[src/sv/gap_buffer_line_editor_unit_assert.svh]
// ----------------------------------------------------------------------------
// Assertion macros for the gap buffer line editor
// Concurrent checks sampled on clk and disabled while arst_n is low.
// ----------------------------------------------------------------------------
`ifndef GAP_BUFFER_LINE_EDITOR_UNIT_ASSERT_SVH
`define GAP_BUFFER_LINE_EDITOR_UNIT_ASSERT_SVH

// The consequent must hold in the same cycle as the antecedent.
`define GBLE_ASSERT_NOW(lbl, ante, cons, msg) \
	lbl: assert property (@(posedge clk) disable iff (!arst_n) (ante) |-> (cons)) \
		else $error(msg);

// The consequent must hold in the cycle after the antecedent.
`define GBLE_ASSERT_NEXT(lbl, ante, cons, msg) \
	lbl: assert property (@(posedge clk) disable iff (!arst_n) (ante) |=> (cons)) \
		else $error(msg);

`endif

[src/sv/gble_pkg.sv]
// ----------------------------------------------------------------------------
// gble_pkg
// Shared constants, codes and types of the gap buffer line editor.
// ----------------------------------------------------------------------------
package gble_pkg;

	// Store size and the widths that follow from it.
	localparam int CAPACITY = 4096;
	localparam int ADDR_W   = $clog2(CAPACITY);
	localparam int CNT_W    = ADDR_W + 1;

	// Fixed field widths of the requests and results.
	localparam int OP_W     = 3;
	localparam int CHAR_W   = 8;
	localparam int IDX_W    = 12;
	localparam int LEN_W    = 13;
	localparam int STAT_W   = 2;

	localparam logic [CNT_W-1:0] CAP_C = CNT_W'(CAPACITY);

	// Command codes; the remaining codes do nothing.
	typedef enum logic [OP_W-1:0] {
		OP_LEFT   = 3'd0,
		OP_RIGHT  = 3'd1,
		OP_BACK   = 3'd2,
		OP_INSERT = 3'd3,
		OP_READ   = 3'd4
	} op_t;

	// Result status codes.
	typedef enum logic [STAT_W-1:0] {
		STAT_DONE     = 2'd0,
		STAT_BOUNDARY = 2'd1,
		STAT_FULL     = 2'd2
	} status_t;

	// Controller states.
	typedef enum logic {
		S_IDLE,
		S_MEM
	} state_t;

	// Memory access issued by the controller.
	typedef struct packed {
		logic              we;
		logic [ADDR_W-1:0] waddr;
		logic [CHAR_W-1:0] wdata;
		logic              re;
		logic [ADDR_W-1:0] raddr;
	} mem_req_t;

endpackage

[src/sv/gble_cmd_if.sv]
// ----------------------------------------------------------------------------
// gble_cmd_if
// Command channel: one editing request per handshake.
// ----------------------------------------------------------------------------
interface gble_cmd_if;
	logic                        valid;
	logic                        ready;
	logic [gble_pkg::OP_W-1:0]   operation;
	logic [gble_pkg::CHAR_W-1:0] char_in;
	logic [gble_pkg::IDX_W-1:0]  read_index;

	modport source (output valid, operation, char_in, read_index, input ready);
	modport sink   (input valid, operation, char_in, read_index, output ready);
endinterface

[src/sv/gble_res_if.sv]
// ----------------------------------------------------------------------------
// gble_res_if
// Result channel: one result per command request.
// ----------------------------------------------------------------------------
interface gble_res_if;
	logic                        valid;
	logic                        ready;
	logic [gble_pkg::CHAR_W-1:0] char_out;
	logic [gble_pkg::LEN_W-1:0]  text_length;
	logic [gble_pkg::LEN_W-1:0]  cursor_pos;
	logic [gble_pkg::STAT_W-1:0] status;

	modport source (output valid, char_out, text_length, cursor_pos, status, input ready);
	modport sink   (input valid, char_out, text_length, cursor_pos, status, output ready);
endinterface

[src/sv/gble_ctrl.sv]
// ----------------------------------------------------------------------------
// gble_ctrl
// Cursor and length bookkeeping, command decode, memory sequencing and the
// result register of the gap buffer line editor.
// ----------------------------------------------------------------------------
module gble_ctrl (
	input  logic                        clk,
	input  logic                        arst_n,
	gble_cmd_if.sink                    cmd,
	gble_res_if.source                  res,
	output gble_pkg::mem_req_t          mem_req,
	input  logic [gble_pkg::CHAR_W-1:0] mem_rdata
);

	gble_pkg::state_t state_q, state_n;

	logic [gble_pkg::CNT_W-1:0]  lc_q, rc_q, lc_n, rc_n;
	logic [gble_pkg::CNT_W-1:0]  len_c, idx_c;
	logic [gble_pkg::OP_W-1:0]   op_q;
	logic                        acc;
	logic                        out_free;
	logic                        needs_read;
	logic                        load_res;
	logic [gble_pkg::CHAR_W-1:0] char_c;
	gble_pkg::status_t           status_c;

	logic                        res_valid_q;
	logic [gble_pkg::CHAR_W-1:0] char_q;
	logic [gble_pkg::CNT_W-1:0]  len_q, cur_q;
	logic [gble_pkg::STAT_W-1:0] status_q;

	assign acc      = cmd.valid && cmd.ready;
	assign out_free = !res_valid_q || res.ready;
	assign len_c    = lc_q + rc_q;
	assign idx_c    = gble_pkg::CNT_W'(cmd.read_index);

	// Next state: memory commands wait in S_MEM for the read data.
	always_comb begin
		state_n = state_q;
		case (state_q)
			gble_pkg::S_IDLE: begin
				if (acc && needs_read) begin
					state_n = gble_pkg::S_MEM;
				end
			end
			gble_pkg::S_MEM: begin
				state_n = gble_pkg::S_IDLE;
			end
			default: begin
				state_n = gble_pkg::S_IDLE;
			end
		endcase
	end

	// Outputs of the state machine: a request is taken only when idle and
	// the result register will be free to receive its answer.
	always_comb begin
		case (state_q)
			gble_pkg::S_IDLE: cmd.ready = out_free;
			default:          cmd.ready = 1'b0;
		endcase
	end

	// Command decode and the memory access of each cycle.
	always_comb begin
		lc_n       = lc_q;
		rc_n       = rc_q;
		needs_read = 1'b0;
		char_c     = '0;
		status_c   = gble_pkg::STAT_DONE;
		mem_req    = '0;
		if (state_q == gble_pkg::S_MEM) begin
			// Second half of a move or a read: the fetched character is ready.
			case (op_q)
				gble_pkg::OP_LEFT: begin
					mem_req.we    = 1'b1;
					mem_req.waddr = gble_pkg::ADDR_W'(gble_pkg::CAP_C - rc_q - 1'b1);
					mem_req.wdata = mem_rdata;
					lc_n          = lc_q - 1'b1;
					rc_n          = rc_q + 1'b1;
				end
				gble_pkg::OP_RIGHT: begin
					mem_req.we    = 1'b1;
					mem_req.waddr = gble_pkg::ADDR_W'(lc_q);
					mem_req.wdata = mem_rdata;
					lc_n          = lc_q + 1'b1;
					rc_n          = rc_q - 1'b1;
				end
				gble_pkg::OP_READ: begin
					char_c = mem_rdata;
				end
				default: begin
					char_c = '0;
				end
			endcase
		end else if (acc) begin
			case (cmd.operation)
				gble_pkg::OP_LEFT: begin
					if (lc_q == '0) begin
						status_c = gble_pkg::STAT_BOUNDARY;
					end else begin
						needs_read    = 1'b1;
						mem_req.re    = 1'b1;
						mem_req.raddr = gble_pkg::ADDR_W'(lc_q - 1'b1);
					end
				end
				gble_pkg::OP_RIGHT: begin
					if (rc_q == '0) begin
						status_c = gble_pkg::STAT_BOUNDARY;
					end else begin
						needs_read    = 1'b1;
						mem_req.re    = 1'b1;
						mem_req.raddr = gble_pkg::ADDR_W'(gble_pkg::CAP_C - rc_q);
					end
				end
				gble_pkg::OP_BACK: begin
					if (lc_q == '0) begin
						status_c = gble_pkg::STAT_BOUNDARY;
					end else begin
						lc_n = lc_q - 1'b1;
					end
				end
				gble_pkg::OP_INSERT: begin
					if (len_c >= gble_pkg::CAP_C) begin
						status_c = gble_pkg::STAT_FULL;
					end else begin
						mem_req.we    = 1'b1;
						mem_req.waddr = gble_pkg::ADDR_W'(lc_q);
						mem_req.wdata = cmd.char_in;
						lc_n          = lc_q + 1'b1;
					end
				end
				gble_pkg::OP_READ: begin
					if (idx_c >= len_c) begin
						status_c = gble_pkg::STAT_FULL;
					end else begin
						needs_read = 1'b1;
						mem_req.re = 1'b1;
						// Text right of the cursor sits above the gap.
						if (idx_c < lc_q) begin
							mem_req.raddr = gble_pkg::ADDR_W'(idx_c);
						end else begin
							mem_req.raddr = gble_pkg::ADDR_W'(idx_c + gble_pkg::CAP_C - len_c);
						end
					end
				end
				default: begin
					status_c = gble_pkg::STAT_DONE;
				end
			endcase
		end
	end

	assign load_res = (acc && !needs_read) || (state_q == gble_pkg::S_MEM);

	// Control registers.
	always_ff @(posedge clk or negedge arst_n) begin
		if (!arst_n) begin
			state_q     <= gble_pkg::S_IDLE;
			lc_q        <= '0;
			rc_q        <= '0;
			res_valid_q <= 1'b0;
		end else begin
			state_q <= state_n;
			lc_q    <= lc_n;
			rc_q    <= rc_n;
			if (load_res) begin
				res_valid_q <= 1'b1;
			end else if (res.ready) begin
				res_valid_q <= 1'b0;
			end
		end
	end

	// Command and result payload registers.
	always_ff @(posedge clk) begin
		if (acc) begin
			op_q <= cmd.operation;
		end
		if (load_res) begin
			char_q   <= char_c;
			len_q    <= lc_n + rc_n;
			cur_q    <= lc_n;
			status_q <= status_c;
		end
	end

	assign res.valid       = res_valid_q;
	assign res.char_out    = char_q;
	assign res.text_length = gble_pkg::LEN_W'(len_q);
	assign res.cursor_pos  = gble_pkg::LEN_W'(cur_q);
	assign res.status      = status_q;

	`include "gap_buffer_line_editor_unit_assert.svh"

	// The text never outgrows the store.
	`GBLE_ASSERT_NOW(a_len_bound, 1'b1, ({1'b0, lc_q} + {1'b0, rc_q}) <= {1'b0, gble_pkg::CAP_C}, "text length exceeds capacity")
	// No new request is taken while read data is pending.
	`GBLE_ASSERT_NOW(a_no_accept_mem, state_q == gble_pkg::S_MEM, !cmd.ready, "request accepted during memory cycle")
	// A memory command produces no result until its data returns.
	`GBLE_ASSERT_NEXT(a_mem_seq, acc && needs_read, state_q == gble_pkg::S_MEM && !res_valid_q, "memory command sequencing broken")
	// A completed left move shifts one character across the gap.
	`GBLE_ASSERT_NEXT(a_left_move, state_q == gble_pkg::S_MEM && op_q == gble_pkg::OP_LEFT, rc_q == $past(rc_q) + 1'b1, "left move did not grow right side")

endmodule

[src/flat_wrapper.sv]
// flat-port wrapper written by rule: the top's interface ports become plain ports
module gble_ctrl_flat 
  (clk, arst_n, mem_req, mem_rdata, cmd_valid, cmd_operation, cmd_char_in, cmd_read_index, cmd_ready, res_valid, res_char_out, res_text_length, res_cursor_pos, res_status, res_ready);
  gble_cmd_if cmd_i ();
  gble_res_if res_i ();
  input  logic clk;
  input  logic arst_n;
  output gble_pkg::mem_req_t mem_req;
  input  logic [gble_pkg::CHAR_W-1:0] mem_rdata;
  input wire logic [$bits(cmd_i.valid)-1:0] cmd_valid;
  input wire logic [$bits(cmd_i.operation)-1:0] cmd_operation;
  input wire logic [$bits(cmd_i.char_in)-1:0] cmd_char_in;
  input wire logic [$bits(cmd_i.read_index)-1:0] cmd_read_index;
  output wire logic [$bits(cmd_i.ready)-1:0] cmd_ready;
  output wire logic [$bits(res_i.valid)-1:0] res_valid;
  output wire logic [$bits(res_i.char_out)-1:0] res_char_out;
  output wire logic [$bits(res_i.text_length)-1:0] res_text_length;
  output wire logic [$bits(res_i.cursor_pos)-1:0] res_cursor_pos;
  output wire logic [$bits(res_i.status)-1:0] res_status;
  input wire logic [$bits(res_i.ready)-1:0] res_ready;
  assign cmd_i.valid = cmd_valid;
  assign cmd_i.operation = cmd_operation;
  assign cmd_i.char_in = cmd_char_in;
  assign cmd_i.read_index = cmd_read_index;
  assign cmd_ready = cmd_i.ready;
  assign res_valid = res_i.valid;
  assign res_char_out = res_i.char_out;
  assign res_text_length = res_i.text_length;
  assign res_cursor_pos = res_i.cursor_pos;
  assign res_status = res_i.status;
  assign res_i.ready = res_ready;
  gble_ctrl u_core (.clk(clk), .arst_n(arst_n), .cmd(cmd_i), .res(res_i), .mem_req(mem_req), .mem_rdata(mem_rdata));
endmodule
[config.mk]
export PLATFORM = sky130hd
export DESIGN_NAME = gble_ctrl_flat
export DESIGN_NICKNAME = d
export VERILOG_FILES = /design/src/sv/gble_pkg.sv /design/src/sv/gble_cmd_if.sv /design/src/sv/gble_res_if.sv /design/src/sv/gble_ctrl.sv /design/src/flat_wrapper.sv
export VERILOG_INCLUDE_DIRS = /design/src /design/src/sv
export SDC_FILE = /design/constraint.sdc
export NUM_CORES = 1
export LEC_CHECK = 0
export BUFFER_PORTS_ARGS = -buffer_cell sky130_fd_sc_hd__buf_2
export CAP_MARGIN = 20
export CORE_AREA = 2 2 120 134
export CTS_CLUSTER_SIZE = 30
export DETAILED_ROUTE_END_ITERATION = 10
export DIE_AREA = 0 0 122 136
export PLACE_DENSITY_LB_ADDON = 0.15
export SYNTH_ARGS = -nofsm -noshare
export SYNTH_HDL_FRONTEND = slang
export SYNTH_SLANG_ARGS = --single-unit
[constraint.sdc]
create_clock -name clk -period 13 [get_ports clk]
set_input_delay 1.95 -clock clk [delete_from_list [all_inputs] [get_ports clk]]
set_output_delay 1.95 -clock clk [all_outputs]
set_load 0.02 [all_outputs]
### After elaboration in Yosys (flattened, before gate mapping)

Index checks and enable logic that the tools add are counted.

* logic and storage cells: 80
* bits in registers: 67

* bitwise operators: 2
* equality and inequality tests: 6
* magnitude comparators: 3
* reductions and logical operators: 15
* add/sub/neg operators: 10
* multiplexer cells: 35

Operators by type and width (number)
* 2-to-1 mux 13 bit: 9
* one-hot mux 13 bit (2 select lines): 3
* 2-to-1 mux 21 bit: 3
* one-hot mux 21 bit (2 select lines): 1
* one-hot mux 13 bit (3 select lines): 1
* 2-to-1 mux 34 bit: 1
* adder 13 x 1 -> 13 bit, second input constant: 2
* adder 13 bit: 2
* zero test 13 bit: 2
* subtractor 13 x 1 -> 13 bit, second input constant: 2
* greater-or-equal comparator 12 x 13 -> 1 bit: 1
* greater-or-equal comparator 13 bit, second input constant: 1
* less-than comparator 12 x 13 -> 1 bit: 1
* adder 12 x 1 -> 12 bit, second input constant: 1
* 2-to-1 mux 12 bit: 1
* subtractor 1 x 12 -> 12 bit, first input constant: 1
* subtractor 12 x 1 -> 12 bit, second input constant: 1
* subtractor 12 bit: 1
* 2-to-1 mux 1 bit: 11
* one-hot mux 2 bit (4 select lines): 1
* == test 3 x 1 -> 1 bit, second input constant: 2
* == test 3 x 2 -> 1 bit, second input constant: 2
* == test 3 bit, second input constant: 2
* zero test 3 bit: 2
* 10 further kinds: 17

### Longest topological paths before layout

Gate-level depths: netlist (run 1).

* word-level depth: 10
* mapped depth: 24

### Worst setup path after synthesis (run 1)

No wires, ideal clock.

* path type: in2out
* start point: input port cmd_read_index[1]
* end point: output port mem_req[1] in the netlist's numbering
* stages: 10
* arrival: 4169 ps
* data required time: 11050 ps
* slack: 6881 ps
* buffers on the path: 0
* cells stage by stage: ha_1 nor2b_1 o21ai_0 a21boi_0 o22ai_1 a21oi_1 o21a_1 o21bai_2 nand2_1 o31ai_1

RTL lines
* start: declaration: line flat_wrapper.sv:13 `input wire logic [$bits(cmd_i.read_index)-1:0] cmd_read_index;`
* end: declaration: line flat_wrapper.sv:8 `output gble_pkg::mem_req_t mem_req;`

==> results of run 1 <==
## critical path, cell delays in order, from the launching register on
cell	delay, ps
dfrtp_1	580
ha_1	310
a21o_1	180
a21oi_1	240
o21bai_1	160
a21oi_1	240
nor2b_1	90
o21ai_0	150
nand2b_1	80
xnor2_1	200
ha_1	330
o21a_1	210
nor2_1	120
nor2_1	70
a21oi_1	130
a21oi_1	80
o21a_1	190
o21bai_2	320
nand3_1	310
o21ai_0	260
buf_2	200
## cell families after synthesis
logic type | Yosys count | synth area share [%]
xor+xnor | 76 | 10.3
flops | 67 | 27.7
mux | 9 | 1.43
fa+ha+maj | 66 | 12.7
compound gates | 226 | 22.7
buf+inv | 73 | 4.41
simple gates | 280 | 20.8
## where the power goes
| part | internal (W) | leakage, nW | switching [W] |
|---|---|---|---|
| Combinational | 0.000298 | 2.43 | 0.000466 |
| Sequential | 0.000278 | 0.746 | 0.0000764 |
| Clock | 0.000187 | 0.165 | 0.0000934 |
| Total | 0.000764 | 3.34 | 0.000636 |
## metrics by stage
stage               utilization (%)  power, W  cell area (um2)  instances
finish                         50.5   0.00140             7730       1084
global route                   50.5   0.00149             7730       1084
CTS                            50.5   0.00140             7730       1084
detailed placement             48.2   0.00111             7390       1068
global placement               48.2   0.00110             7390       1068
floorplan                         -  0.000904             6750        797
## area by class of cell
class / count / area [um2]
tap: 200 / 250
clock inverter: 7 / 115
fill: 1480 / 7590
multi-input combinational: 657 / 4580
inverter: 35 / 131
clock buffer: 9 / 225
sequential: 67 / 1870
timing repair buffer: 109 / 553
## cells in the final DEF, fill, tap and decap left out, types with 5 or more instances in the layout
master / synthesis / layout
a21oi_1: 53 / 53
nor3_1: 28 / 28
nor2b_1: 15 / 15
a21o_1: 9 / 9
xor2_1: 29 / 29
nand3_1: 24 / 24
o21a_1: 17 / 17
o21ai_0: 33 / 33
nand2b_1: 9 / 9
clkbuf_16: 0 / 9
o211ai_1: 6 / 6
and3_1: 6 / 6
inv_1: 34 / 34
a31oi_1: 11 / 11
nor2_1: 71 / 71
a22o_1: 19 / 19
o22ai_1: 15 / 15
dfrtp_1: 28 / 28
nor4_1: 7 / 7
edfxtp_1: 39 / 39
ha_1: 62 / 62
mux2_2: 5 / 5
a22oi_1: 12 / 12
o221ai_1: 6 / 6
xnor2_1: 45 / 45
and2_1: 10 / 10
o21bai_1: 5 / 5
buf_2: 10 / 106
nand2_1: 79 / 79
## sequential cells by signal (all words and copies together), names as in the netlist
name,cells
u_core.res.char_out,8
u_core.op_q,3
u_core.res.text_length,13
u_core.state_q,1
u_core.lc_q,13
u_core.res.status,2
u_core.res.valid,1
u_core.res.cursor_pos,13
u_core.rc_q,13
## path summary, 6_finish.rpt
path                                                   end  slack [ps]
worst max-delay path                            mem_req[7]        6260
worst min-delay path                      u_core.res.valid         670
worst max register to register  u_core.res.text_length[12]        6770
worst min register to register            u_core.res.valid         670
max in group asynchronous                   u_core.lc_q[0]       10840
min in group asynchronous                   u_core.rc_q[9]        1680
## per-layer routing
metal	share of wire (%)	vias up	global-route usage (%)	wire (um)
li1	-	3090	-	-
met1	43	3102	34.3	9500
met2	49	232	44.7	10800
met3	5.2	43	3.06	1160
met4	3.7	0	11.5	816
met5	0	-	0	0
==> flow_summary_export.csv, run 1 <==
group,metric,value,unit
run_status,status,"complete, no violations",
logic_synthesis,synthArstFlopShare,41.8,%
logic_synthesis,yosysSeqAreaShare,27.7,%
logic_synthesis,synthTopCellsByArea,"edfxtp_1 (17%), ha_1 (11%), dfrtp_1 (10%)",
routing,vias_per_cell,5.97,
min_path,hold_path_depth,3,
layout,area_growth,14.5,%
min_path,hold_start,"u_core.res.valid",
layout,drive_gt1_share,17.1,%
job,drv_cap,0,
clocking,clock_latency,330,ps
clocking,cts.clk_slew.worst_paths,60,ps
logic_synthesis,synth_area,0.00675,mm2
grt,grt_pass1_vias,6303,
routing,route.detailed.drc,0,
floorplan,die-height,136,um
sta,rsz0062_at_grt,"false",
routing,wl_per_cell,20.6,um
pwr,power_density,181,mW/mm2
sta,period_share,51.9,%
layout,antenna_cells,0,
grt,grt_use_total,26.6,%
logic_synthesis,synth.most_common_cell,"nand2_1",
setup_path,r2r_start,"u_core.lc_q[2]",
min_path,holdCritPathClass,"flop to flop",
logic_synthesis,synth_fp_nets,898,
layout,final_net_count,980,
sta,timing.setup.tns,0,ps
routing,wl,22300,um
sta,finalHoldViolations,0,
clocking,clock-sinks,67,
routing,first_pass_iters,6,
pwr,leakage,3.34,nW
sta,tightest_slew,1160,ps
routing,ant_nets,0,
setup_path,worst_setup_path_end_kind,"output pin",
sta,final-setup-viol-count,0,
logic_synthesis,synthTopCellsByCount,"nand2_1 (79), nor2_1 (71), ha_1 (62)",
floorplan,die_width,122,um
grt,antenna_found_initial,0,
logic_synthesis,synth-seq-cells,67,
grt,grt_first_pass_wirelength,33900,um
logic_synthesis,ys_warn_count,0,
clocking,cts_hold_buf,0,
setup_path,rr_worst_depth,20,
place,dp_slack,6510,ps
pwr,ir_drop,0.0738,mV
sta,slew_violations,0,
floorplan,start_util,44.1,%
setup_path,startpoint,"u_core.lc_q[1]",
setup_path,crit_required,11050,ps
logic_synthesis,netlist_instances,797,
setup_path,criticalPathCategory,"flop to output pin",
logic_synthesis,avgSynthCellArea,8.47,um2
sta,layout_setup_ws,6260,ps
sta,whs,672,ps
logic_synthesis,synth-edff-count,39,
sta,fmax,148,MHz
floorplan,row_count,48,
place,finalWeightedCongestion,0.914,
setup_path,cp.arrival,4790,ps
grt,grt_max_degree,37,
clocking,cts_root_buffer,"clkbuf_16",
floorplan,io_pins,107,
clocking,h-tree-depth,3,
clocking,cts_buffer_depth,2,
logic_synthesis,synth_cell_types,74,
place,place_hpwl,17500,um
setup_path,critPathLaunchType,"flop",
logic_synthesis,yosysTopAreaCell,"edfxtp_1",
setup_path,critPathMaxFanout,10,
logic_synthesis,ys.flop_type,"edfxtp_1",
routing,vias,6467,
floorplan,coreArea,0.0153,mm2
clocking,cts_inserted_buffers,9,
logic_synthesis,synth_top_area_share,17.4,%
clocking,cts-resized-gates,0,
floorplan,dieArea,0.0166,mm2
routing,drt_iter0_drc,531,
sta,fin_crit,6740,ps
sta,fin_skew,8.66,ps
clocking,postCtsSetupBuffers,0,
place,port_buffers,106,
grt,grt.overflow.total,0,
sta,slew_headroom,22.1,%
clocking,cts_tree,"done",
Power figures use the tool's default switching activity.
==> run 2: changes to the inputs <==
==> constraint.sdc (replaced) <==
create_clock -name clk -period 5.53 [get_ports clk]
set_input_delay 0.8295 -clock clk [delete_from_list [all_inputs] [get_ports clk]]
set_output_delay 0.8295 -clock clk [all_outputs]
set_load 0.02 [all_outputs]
==> flow_summary_export.csv, run 2 (same netlist as run 1, synthesis figures left out) <==
group,metric,value,unit
sta,slew_violations,0,
place,finalWeightedCongestion,0.968,
sta,final-setup-viol-count,0,
job,drv_cap,0,
place,port_buffers,106,
layout,area_growth,20.4,%
clocking,clock-sinks,67,
run_status,status,"complete, no violations",
floorplan,die-height,136,um
clocking,cts_hold_buf,0,
pwr,swShare,44.6,%
setup_path,critPathMaxFanout,5,
floorplan,start_util,44.1,%
setup_path,criticalPathCategory,"flop to output pin",
layout,final_cell_area,0.00813,mm2
pwr,leakage,3.57,nW
clocking,cts_tree,"done",
layout,final_net_count,1022,
routing,vias,6818,
grt,antenna_found_initial,0,
pwr,cell_internal_pwr,0.00194,W
grt,grt_use_total,29.4,%
routing,drt_iter0_drc,562,
sta,finalHoldViolations,0,
layout,drive_gt1_share,22.6,%
clocking,h-tree-depth,3,
place,dp_slack,60.7,ps
setup_path,worst_setup_path_end_kind,"output pin",
setup_path,crit_required,4700,ps
layout,mostFrequentLayoutCells,"buf_2 (106), nand2_1 (79), nor2_1 (71)",
setup_path,critPathLaunchType,"flop",
place,dpl_cell_area,0.00768,mm2
setup_path,cp.arrival,4450,ps
pwr,ir_drop,0.231,mV
sta,fin_crit,5280,ps
min_path,holdCritPathClass,"input port to asynchronous set/reset pin",
setup_path,crit_path_frequent_cell,"a21oi_1",
layout,final_common_cell,"buf_2",
sta,slew_headroom,44.4,%
setup_path,path_cells,"ha_1 > inv_1 > fa_1 > nor2b_2 > o31ai_2 > a21oi_1 > a21oi_1 > o21ai_0 > xnor2_1 > ha_1 > a21o_1 > nor4_1 > a21oi_1 > o21a_1 > o21bai_2 > nand2_1 > buf_4 > a211oi_1 > buf_2",
pwr,power,0.00351,W
clocking,cts.clk_slew.worst_paths,60,ps
sta,fmax,189,MHz
floorplan,coreArea,0.0153,mm2
pwr,power_density,432,mW/mm2
setup_path,slowest_stage,"dfrtp_2",
routing,wl,24300,um
place,place_hpwl,19400,um
floorplan,row_count,48,
layout,utilization,53.1,%
floorplan,die_width,122,um
sta,fin_skew,10.4,ps
clocking,cts_buffer_depth,2,
setup_path,rr_worst_depth,22,
routing,ant_nets,0,
pwr,power_frac_comb,58.7,%
routing,vias_per_cell,6.06,
pwr,power_switching,0.00157,W
layout,antenna_cells,0,
grt,grt_max_degree,37,
sta,layout_setup_ws,249,ps
floorplan,io_pins,107,
setup_path,max_stage_delay,420,ps
layout,fillCellCount,1455,
sta,tightest_slew,835,ps
routing,wl_per_cell,21.6,um
clocking,cts_inserted_buffers,9,
floorplan,dieArea,0.0166,mm2
pwr,p_seq_share,21.1,%
sta,period_share,95.5,%
clocking,clock_latency,350,ps
routing,route.detailed.drc,0,
grt,grt_pass1_vias,6712,
routing,first_pass_iters,5,
sta,whs,549,ps
pwr,power_frac_clock,20.2,%
grt,grt_first_pass_wirelength,36800,um
clocking,cts_root_buffer,"clkbuf_16",
grt,grt.overflow.total,0,
run 2: routing by layer:
layer  GRT usage [%]  share of wire [%]  up-vias
li1                -                  -     3180
met1            38.3                 44     3327
met2            47.5                 47      262
met3            5.41                5.5       49
met4            13.0                4.0        0
met5               0                  0        -
run 2: layout make-up:
cell class	count	area (um2)	area share [%]
multi-input cells	657	4630	57.0
flip-flops and latches	67	1870	23.0
repair buffers	151	868	10.7
clock buffers	11	264	3.25
well taps	200	250	3.08
inverters	35	131	1.62
clock inverters	5	106	1.31
run 2: worst max-delay path: cells and delay by family (launching register included):
kind / cells / cell delay (ps)
DFF: 1 / 420
xor gates and xnor gates: 1 / 150
adders and majority gates: 3 / 880
AOI/OAI and AO/OA: 9 / 1670
buffers and inverters: 3 / 460
and+or+nand+nor: 3 / 520
run 2: power groups by stage:
stage                     Clock (W)  Combinational (W)  Sequential [W]
after floorplan                   0            0.00135        0.000776
after global placement            0            0.00195        0.000742
after detailed placement          0            0.00197        0.000743
after CTS                  0.000724            0.00199        0.000735
after global routing       0.000742            0.00224        0.000747
final                      0.000711            0.00206        0.000740
run 2: path summary, 6_finish.rpt:
path,start,to,slack [ps]
max,u_core.lc_q[0],mem_req[10],250
min,arst_n,u_core.lc_q[10],550
max reg2reg,u_core.lc_q[0],u_core.res.text_length[12],290
min reg2reg,u_core.state_q,u_core.res.valid,620
max in group asynchronous,arst_n,u_core.lc_q[0],4460
min in group clk,u_core.state_q,u_core.res.valid,620
run 2: per-stage QoR:
stage / setup TNS [ps] / instances
CTS: 0 / 1123
global placement: 0 / 1107
global route: -4.86 / 1126
detailed placement: 0 / 1107
finish: 0 / 1126
floorplan: 0 / 797
run 2: what timing repair did:
action | in CTS | in global routing
setup buffers | 0 | 3
gates resized for setup | 0 | 17
endpoints found under the hold margin | 0 | 0
endpoints found under the setup margin | 0 | 9
==> run 3: changes to the inputs <==
--- a/config.mk
+++ b/config.mk
@@ -6,12 +6,14 @@
 export SDC_FILE = /design/constraint.sdc
 export NUM_CORES = 1
 export LEC_CHECK = 0
+export ABC_AREA = 1
 export BUFFER_PORTS_ARGS = -buffer_cell sky130_fd_sc_hd__buf_2
 export CAP_MARGIN = 20
-export CORE_AREA = 2 2 120 134
+export CORE_AREA = 2 2 123 137
 export CTS_CLUSTER_SIZE = 30
 export DETAILED_ROUTE_END_ITERATION = 10
-export DIE_AREA = 0 0 122 136
+export DIE_AREA = 0 0 125 139
+export MAX_ROUTING_LAYER = met4
 export PLACE_DENSITY_LB_ADDON = 0.15
 export SYNTH_ARGS = -nofsm -noshare
 export SYNTH_HDL_FRONTEND = slang
==> flow_summary_export.csv, run 3 <==
group,metric,value,unit
setup_path,critPathMaxFanout,13,
grt,grt_use_total,28.4,%
logic_synthesis,ys_warn_count,0,
clocking,cts_root_buffer,"clkbuf_16",
sta,final-setup-viol-count,0,
logic_synthesis,synthTopCellsByArea,"edfxtp_1 (17%), ha_1 (11%), nand2_1 (11%)",
logic_synthesis,synth_cell_types,55,
layout,drive_gt1_share,15.9,%
setup_path,criticalPathCategory,"flop to output pin",
min_path,hold_start,"u_core.state_q",
place,port_buffers,106,
grt,grt.overflow.total,0,
setup_path,cp.arrival,4120,ps
routing,wl_per_cell,18.3,um
routing,wl,23900,um
layout,antenna_cells,0,
run_status,status,"complete, no violations",
setup_path,rr_worst_depth,22,
pwr,cell_internal_pwr,0.00239,W
pwr,power_frac_clock,11.1,%
logic_synthesis,ys.flop_type,"edfxtp_1",
routing,ant_nets,0,
clocking,cts-resized-gates,0,
logic_synthesis,yosysTopAreaCell,"edfxtp_1",
pwr,power_switching,0.00283,W
clocking,clock_latency,350,ps
logic_synthesis,synthArstFlopShare,41.8,%
clocking,cts.clk_slew.worst_paths,60,ps
pwr,leakage,3.84,nW
floorplan,die-height,139,um
logic_synthesis,synth-seq-cells,67,
floorplan,start_util,43.9,%
sta,layout_setup_ws,582,ps
layout,area_growth,15.6,%
pwr,p_seq_share,19.4,%
pwr,power_density,642,mW/mm2
sta,slew_headroom,34.2,%
sta,fin_crit,4950,ps
clocking,cts_inserted_buffers,9,
logic_synthesis,synth-edff-count,39,
clocking,postCtsSetupBuffers,0,
min_path,hold_path_depth,2,
routing,first_pass_iters,5,
layout,fillCellCount,1678,
grt,grt_first_pass_wirelength,37500,um
sta,finalHoldViolations,0,
clocking,cts_tree,"done",
sta,fmax,202,MHz
setup_path,r2r_start,"u_core.rc_q[0]",
grt,grt_max_degree,37,
routing,drt_iter0_drc,469,
setup_path,r2r_end,"u_core.res.text_length[10]",
sta,period_share,89.5,%
setup_path,regToRegSetupSlack,800,ps
logic_synthesis,netlist_instances,991,
clocking,cts_hold_buf,0,
logic_synthesis,avgSynthCellArea,7.11,um2
logic_synthesis,synth.most_common_cell,"nand2_1",
pwr,ir_drop,0.297,mV
layout,mostFrequentLayoutCells,"nand2_1 (200), inv_1 (126), buf_2 (106)",
layout,final_common_cell,"nand2_1",
min_path,hold_end,"u_core.res.valid",
logic_synthesis,synth_fp_nets,1092,
place,dp_slack,793,ps
logic_synthesis,yosysSeqAreaShare,26.6,%
logic_synthesis,synthTopCellsByCount,"nand2_1 (202), inv_1 (126), a21oi_1 (92)",
sta,tightest_slew,983,ps
layout,final_net_count,1202,
sta,slew_violations,0,
sta,rsz0062_at_grt,"false",
routing,route.detailed.drc,0,
clocking,cts_buffer_depth,2,
place,finalWeightedCongestion,0.987,
setup_path,critPathLaunchType,"flop",
routing,vias,7237,
pwr,swShare,54.2,%
floorplan,coreArea,0.0161,mm2
sta,whs,521,ps
floorplan,dieArea,0.0174,mm2
grt,antenna_found_initial,0,
floorplan,die_width,125,um
logic_synthesis,synth_area,0.00705,mm2
clocking,clock-sinks,67,
pwr,power_frac_comb,69.5,%
setup_path,worst_setup_path_end_kind,"output pin",
grt,grt_pass1_vias,6873,
sta,timing.setup.tns,0,ps
min_path,holdCritPathClass,"flop to flop",
place,place_hpwl,19400,um
floorplan,row_count,49,
logic_synthesis,synth_top_area_share,16.6,%
setup_path,crit_required,4700,ps
sta,fin_skew,8.86,ps
job,drv_cap,0,
clocking,h-tree-depth,3,
routing,vias_per_cell,5.52,
floorplan,io_pins,107,
[run 3: changes by cell type after synthesis, sizes merged, moves of 17 or more]
cell / previous run / this run
o21a: 17 / 0
a21oi: 53 / 93
a22o: 19 / 0
nand3: 24 / 56
inv: 35 / 132
nand2: 81 / 206
xnor2: 45 / 16
o21ai: 35 / 91
[run 3: cell type report]
type | count | area [um2] | area share [%]
clock buffers | 10 | 229 | 2.81
clock inverters | 6 | 65.1 | 0.799
inverters | 136 | 514 | 6.31
multi-input cells | 764 | 4550 | 55.9
flip-flops and latches | 67 | 1870 | 23.0
well taps | 204 | 255 | 3.13
repair buffers | 123 | 658 | 8.08
[run 3: kinds of logic (layout without fill, tap and decap cells)]
family | count (synthesis) | count (layout) | share of synthesized area [%]
compound gates | 236 | 236 | 18.7
xor+xnor | 61 | 61 | 8.01
fa+ha+maj | 66 | 66 | 12.1
buf+inv | 160 | 275 | 9.02
flops | 67 | 67 | 26.6
simple gates | 401 | 401 | 25.6
[run 3: critical path: stages, from the launching register on]
cell	delay, ps
dfrtp_1	570
ha_1	250
inv_1	60
fa_1	410
o21ai_2	280
a31oi_1	140
xor2_1	160
ha_1	340
nand2_1	130
nor2_1	60
nand3_1	80
nand4_1	150
nand2_1	140
inv_1	40
o21ai_0	150
nand2_1	100
nand2_2	220
nand2_1	140
a21oi_1	170
buf_2	180
[run 3: power groups by stage]
stage                     sequential (W)  combinational [W]  clock [W]
final                            0.00102            0.00363   0.000579
after global routing             0.00103            0.00406   0.000611
after CTS                        0.00101            0.00362   0.000593
after detailed placement         0.00101            0.00359          0
after global placement           0.00102            0.00362          0
after floorplan                  0.00107            0.00257          0
[run 3: worst max-delay path by stage]
stage,startpoint,to,slack [ps],cells past startpoint
6_report,u_core.rc_q[0],mem_req[12],580,19
5_1_grt,u_core.rc_q[0],mem_req[12],150,19
4_1_cts,u_core.rc_q[0],mem_req[12],410,19
3_5_place_dp,u_core.rc_q[0],mem_req[12],790,19
3_3_place_gp,u_core.rc_q[0],mem_req[12],810,19
2_1_floorplan,u_core.lc_q[1],mem_req[3],1490,18
[run 3: layer usage]
layer  vias to the layer above  global-route usage [%]  part of all wire, %
li1                       3606                       -                    -
met2                       227                    47.1                   48
met4                         0                    10.1                  3.4
met1                      3363                    36.1                   44
met5                         -                       -                    0
met3                        41                    3.24                  4.6
[run 3: through the flow]
| step | total power, W | utilization [%] | cells | cell area (um2) |
|---|---|---|---|---|
| 5_1_grt | 0.00571 | 50.7 | 1310 | 8140 |
| 6_report | 0.00523 | 50.7 | 1310 | 8140 |
| 3_5_place_dp | 0.00461 | 48.9 | 1294 | 7850 |
| 3_3_place_gp | 0.00463 | 48.9 | 1294 | 7850 |
| 2_1_floorplan | 0.00364 | - | 991 | 7050 |
| 4_1_cts | 0.00522 | 50.7 | 1310 | 8140 |
